==> src/rtl/core/fhvn_pkg.sv <==
// ----------------------------------------------------------------------------
// fhvn_pkg
// shared types, tables and constants of the fractal hash value noise core
// ----------------------------------------------------------------------------
`timescale 1ns / 1ps
`default_nettype none

package fhvn_pkg;

    localparam int OCT_W      = 4;
    localparam int POS_W      = 32;
    localparam int SAMPLE_W   = 16;
    localparam int S_TDATA_W  = 104;
    localparam int M_TDATA_W  = 16;
    localparam int FREQ_DEPTH = 16;

    // frequency per octave, unsigned q16, f(o+1) = floor(f(o) * 21 / 10)
    typedef logic [32:0] freq_tab_t [FREQ_DEPTH];

    function automatic freq_tab_t freq_table();
        freq_tab_t   tab;
        logic [39:0] f;
        f = 40'd65536;
        for (int i = 0; i < FREQ_DEPTH; i++) begin
            tab[i] = f[32:0];
            f      = (f * 40'd21) / 40'd10;
        end
        return tab;
    endfunction

    localparam freq_tab_t FREQ_TAB = freq_table();

    // per-octave offset step of each axis, q16
    localparam logic [17:0] OFF_STEP [3] = '{18'd242483, 18'd137626, 18'd98304};

    // hash constants
    localparam logic [31:0] HASH_MUL [3] = '{32'd1619, 32'd31337, 32'd6971};
    localparam logic [31:0] GOLDEN       = 32'h9e37_79b9;

    // saturation bounds of the 32-bit hash operand, as magnitudes
    localparam logic [33:0] SAT_NEG = 34'h0_8000_0000;
    localparam logic [33:0] SAT_POS = 34'h0_7FFF_FFFF;

    // controller to datapath
    typedef struct packed {
        logic             load;
        logic             issue;
        logic [OCT_W-1:0] oct;
        logic             div_start;
        logic             div_step;
        logic             out_load;
    } fhvn_cmd_t;

    // datapath to controller
    typedef struct packed {
        logic [OCT_W-1:0] oct_n;
        logic             pipe_busy;
    } fhvn_stat_t;

endpackage

`default_nettype wire

==> src/rtl/core/fhvn_ctrl.sv <==
// ----------------------------------------------------------------------------
// fhvn_ctrl
// sequencer: octave issue, pipeline drain, divide steps, result handoff
// ----------------------------------------------------------------------------
`timescale 1ns / 1ps
`default_nettype none

module fhvn_ctrl
    import fhvn_pkg::*;
(
    input  wire logic       aclk,
    input  wire logic       aresetn,
    input  wire logic       s_tvalid,
    output logic            s_tready,
    output logic            m_tvalid,
    input  wire logic       m_tready,
    input  wire fhvn_stat_t stat,
    output fhvn_cmd_t       cmd
);

    localparam logic [2:0] ST_IDLE  = 3'd0;
    localparam logic [2:0] ST_RUN   = 3'd1;
    localparam logic [2:0] ST_DRAIN = 3'd2;
    localparam logic [2:0] ST_DIV   = 3'd3;
    localparam logic [2:0] ST_FIN   = 3'd4;

    localparam logic [3:0] DIV_LAST = 4'd15;

    logic [2:0]       state_reg, state_next;
    logic [OCT_W-1:0] oct_cnt_reg, oct_cnt_next;
    logic [3:0]       div_cnt_reg, div_cnt_next;
    logic             out_valid_reg, out_valid_next;

    always_comb begin
        state_next   = state_reg;
        oct_cnt_next = oct_cnt_reg;
        div_cnt_next = div_cnt_reg;
        cmd          = '0;
        unique case (state_reg)
            ST_IDLE: begin
                if (s_tvalid) begin
                    cmd.load     = 1'b1;
                    oct_cnt_next = '0;
                    state_next   = ST_RUN;
                end
            end
            ST_RUN: begin
                if (oct_cnt_reg == stat.oct_n) begin
                    state_next = ST_DRAIN;
                end else begin
                    cmd.issue    = 1'b1;
                    cmd.oct      = oct_cnt_reg;
                    oct_cnt_next = oct_cnt_reg + OCT_W'(1);
                end
            end
            ST_DRAIN: begin
                if (!stat.pipe_busy) begin
                    if (stat.oct_n == '0) begin
                        state_next = ST_FIN;
                    end else begin
                        cmd.div_start = 1'b1;
                        div_cnt_next  = '0;
                        state_next    = ST_DIV;
                    end
                end
            end
            ST_DIV: begin
                cmd.div_step = 1'b1;
                div_cnt_next = div_cnt_reg + 4'd1;
                if (div_cnt_reg == DIV_LAST) begin
                    state_next = ST_FIN;
                end
            end
            ST_FIN: begin
                if (!out_valid_reg || m_tready) begin
                    cmd.out_load = 1'b1;
                    state_next   = ST_IDLE;
                end
            end
            default: begin
                state_next = ST_IDLE;
            end
        endcase
    end

    always_comb begin
        if (cmd.out_load) begin
            out_valid_next = 1'b1;
        end else if (m_tready) begin
            out_valid_next = 1'b0;
        end else begin
            out_valid_next = out_valid_reg;
        end
    end

    always_ff @(posedge aclk) begin
        if (!aresetn) begin
            state_reg     <= ST_IDLE;
            oct_cnt_reg   <= '0;
            div_cnt_reg   <= '0;
            out_valid_reg <= 1'b0;
        end else begin
            state_reg     <= state_next;
            oct_cnt_reg   <= oct_cnt_next;
            div_cnt_reg   <= div_cnt_next;
            out_valid_reg <= out_valid_next;
        end
    end

    assign s_tready = (state_reg == ST_IDLE);
    assign m_tvalid = out_valid_reg;

endmodule

`default_nettype wire

==> config.mk <==
export PLATFORM = sky130hd
export DESIGN_NAME = fhvn_ctrl
export DESIGN_NICKNAME = d
export VERILOG_FILES = /design/src/rtl/core/fhvn_pkg.sv /design/src/rtl/core/fhvn_ctrl.sv
export SDC_FILE = /design/constraint.sdc
export NUM_CORES = 1
export LEC_CHECK = 0
export ABC_AREA = 0
export ABC_CLOCK_PERIOD_IN_PS = 1500
export BUFFER_PORTS_ARGS = -buffer_cell sky130_fd_sc_hd__buf_2
export CAP_MARGIN = 5
export CORE_MARGIN = 1
export CORE_UTILIZATION = 46
export CTS_CLUSTER_DIAMETER = 80
export CTS_CLUSTER_SIZE = 25
export DETAILED_ROUTE_END_ITERATION = 12
export PLACE_DENSITY = 0.73
export SETUP_SLACK_MARGIN = 0.02
export SYNTH_ARGS = -nofsm -noshare
export SYNTH_HDL_FRONTEND = slang
export SYNTH_SLANG_ARGS = --single-unit
export TNS_END_PERCENT = 5
==> constraint.sdc <==
create_clock -name aclk -period 1.5 [get_ports aclk]
set_input_delay 0 -clock aclk [delete_from_list [all_inputs] [get_ports aclk]]
set_output_delay 0 -clock aclk [all_outputs]
set_load 0.05 [all_outputs]
==> results_dict.tcl <==
set metrics [dict create \
    hp-class "in -> reg" \
    ys_ff_latch 12 \
    skew_ps 3.19 \
    synth_common_cells "12 x dfxtp_1, 7 x nor2_1" \
    drive_gt1_share_pct 42.0 \
    syn_inst 103 \
    pre_cts_ws_ps -67.0 \
    syn_area_sq_um 831 \
    drv_cap 0 \
    syn-num-nets 114 \
    placedCellCount 149 \
    syn2layout_area_growth_pct 40.1 \
    synth_top_area_share_pct 28.9 \
    synth_edf_count 0 \
    n_antenna_cell 0 \
    avgRoutedWirePerCell_um 13.5 \
    tightest_slew_ps 458 \
    min_period_over_period_pct 115 \
    rows 14 \
    grt_remaining_overflow 0 \
    first_global_vias 776 \
    path_class "reg -> out" \
    ys_warn_count 0 \
    htree_levels 1 \
    final_net_count 144 \
    end_kind "primary output" \
    crit_arrival_ps 1730 \
    final-setup-viol-count 10 \
    yosysUniqueCellTypes 40 \
    fin_area_sq_mm 0.00116 \
    wl_um 2090 \
    synth.most_common_cell "dfxtp_1" \
    cts_tree "done" \
    synthFlopType "dfxtp_1" \
    synth_area_per_cell_sq_um 8.07 \
    grt.total_usage_pct 23.8 \
    relSlewSlack_pct 69.1 \
    drtIter0Drc 27 \
    violations "setup timing" \
    r2r_slack_ps -210 \
    power_density_mw_per_mm2 1470 \
    ant_nets 0 \
    postSynth.asyncResetShare_pct 0 \
    core_area_sq_mm 0.00159 \
    die_height_um 44.5 \
    tns_ps -1660 \
    netlist_top_cells_area "dfxtp_1 29%, and3_1 4.5%, xor2_1 4.2%" \
    drc 0 \
    grt_max_degree 15 \
    clk_latency_ps 270 \
    cts_buffers 3 \
    placed_cell_area_sq_mm 0.00102 \
    rsz0062_at_grt "yes" \
    drt_first_pass_iters 4 \
    max_freq_mhz 579 \
    fin_ws_ps -228 \
    worst-path-max-fanout 6 \
    numClockSinks 12 \
    die_x_um 44.5 \
    dp_hpwl_um 1460 \
    antenna_found_initial 0 \
    instances_no_fill 155 \
    grt_pass1_wl_um 3460 \
    num_io_pins 20 \
    synth_top_area_cell "dfxtp_1" \
    vias 870 \
    crit_required_ps 1500 \
    fill_cells 121 \
    startpoint_type "flop" \
    initial_core_util_pct 52.1 \
    slew_viol_final 0 \
    clk_path_buf_depth 2 \
    dieArea_sq_mm 0.00198 \
    finalHoldViolations 0 \
    cts_root_buffer "clkbuf_4" \
    ys_seq_area_share_pct 28.9 \
    io_buffers 19 \
    status "complete, but fails checks" \
    layout_min_cycle_time_ps 1730 \
    vias_per_cell 5.61 \
    ir_drop_uv 1150 \
    fin_util_pct 73.0 \
    gp_congestion 0.834 \
    clk_pin_slew_worst_paths_ps 80 \
    cellLeakagePower_nw 0.538 \
    cts_hold_buf 0 \
]
## cell type report
class,instances,area [sq um],area share [%]
clock buffer,3,22.5,1.94
timing repair buffer,32,262,22.5
inverter,6,26.3,2.26
multi-input combinational,78,576,49.5
tap,24,30.0,2.58
sequential,12,248,21.3
## critical path, cell delays in order (launching register included)
cell	delay, ps
dfxtp_2	330
xor2_1	150
or4_4	590
buf_6	150
nand2_4	60
inv_2	40
buf_8	140
## per-layer routing
layer  vias up  wire [um]  GRT usage, %
li1        437          -             -
met1       408       1060          32.5
met2        21        929          37.4
met3         4         83          5.31
met4         0         19          7.27
met5         -          0             0
## cell usage in the layout (no fill, tap or decap), drive strengths merged, types with 2 or more instances in the layout
| cell type | synthesis | final |
|---|---|---|
| a21oi | 7 | 7 |
| nor2 | 7 | 7 |
| and4 | 2 | 2 |
| nand3 | 6 | 6 |
| nand2 | 6 | 6 |
| dfxtp | 12 | 12 |
| xor2 | 4 | 4 |
| and3 | 6 | 6 |
| nor3 | 2 | 2 |
| o21a | 2 | 2 |
| ha | 2 | 2 |
| or4 | 2 | 2 |
| buf | 3 | 32 |
| a311oi | 2 | 2 |
| a31oi | 4 | 4 |
| nand2b | 3 | 3 |
| clkbuf | 4 | 3 |
| nor3b | 3 | 3 |
| nor2b | 3 | 3 |
| nor4b | 2 | 2 |
| inv | 6 | 5 |
## power breakdown
part / switching [mW] / total (mW) / leakage, nW / internal, mW
Combinational: 0.646 / 1.09 / 0.424 / 0.443
Sequential: 0.0410 / 0.412 / 0.0999 / 0.371
Clock: 0.114 / 0.207 / 0.0138 / 0.0930
## kinds of logic (layout without fill, tap and decap cells)
| family | count (synthesis) | count (layout) | synth area share, % |
|---|---|---|---|
| AO/OA/AOI/OAI | 24 | 24 | 20.8 |
| XOR/XNOR | 4 | 4 | 4.22 |
| AND/OR/NAND/NOR | 46 | 46 | 33.1 |
| buffers and inverters | 13 | 41 | 7.38 |
| adder cells (fa/ha/maj) | 2 | 2 | 3.01 |
| multiplexers | 2 | 2 | 2.56 |
| flip-flops | 12 | 12 | 28.9 |
## repair_timing
action | CTS | global route
resized for setup | 27 | 8
pin swaps | 3 | 3
endpoints found under the setup margin | 13 | 14
buffers inserted | 3 | 0
## through the flow
stage,hold WS (ps),total power [mW]
CTS,12.5,1.65
global placement,301,1.31
global route,14.8,1.79
detailed placement,299,1.32
floorplan,96.1,1.12
finish,9.62,1.71
## path summary, 6_finish.rpt
path                                     start        endpoint  cells past startpoint
worst min register to register  div_cnt_reg[0]  div_cnt_reg[0]                      1
worst max-delay path            oct_cnt_reg[1]          cmd[7]                      6
worst min-delay path                   aresetn  oct_cnt_reg[3]                      2
worst max register to register  oct_cnt_reg[1]  oct_cnt_reg[1]                      6
No activity file was read; power rests on OpenSTA's default activity.
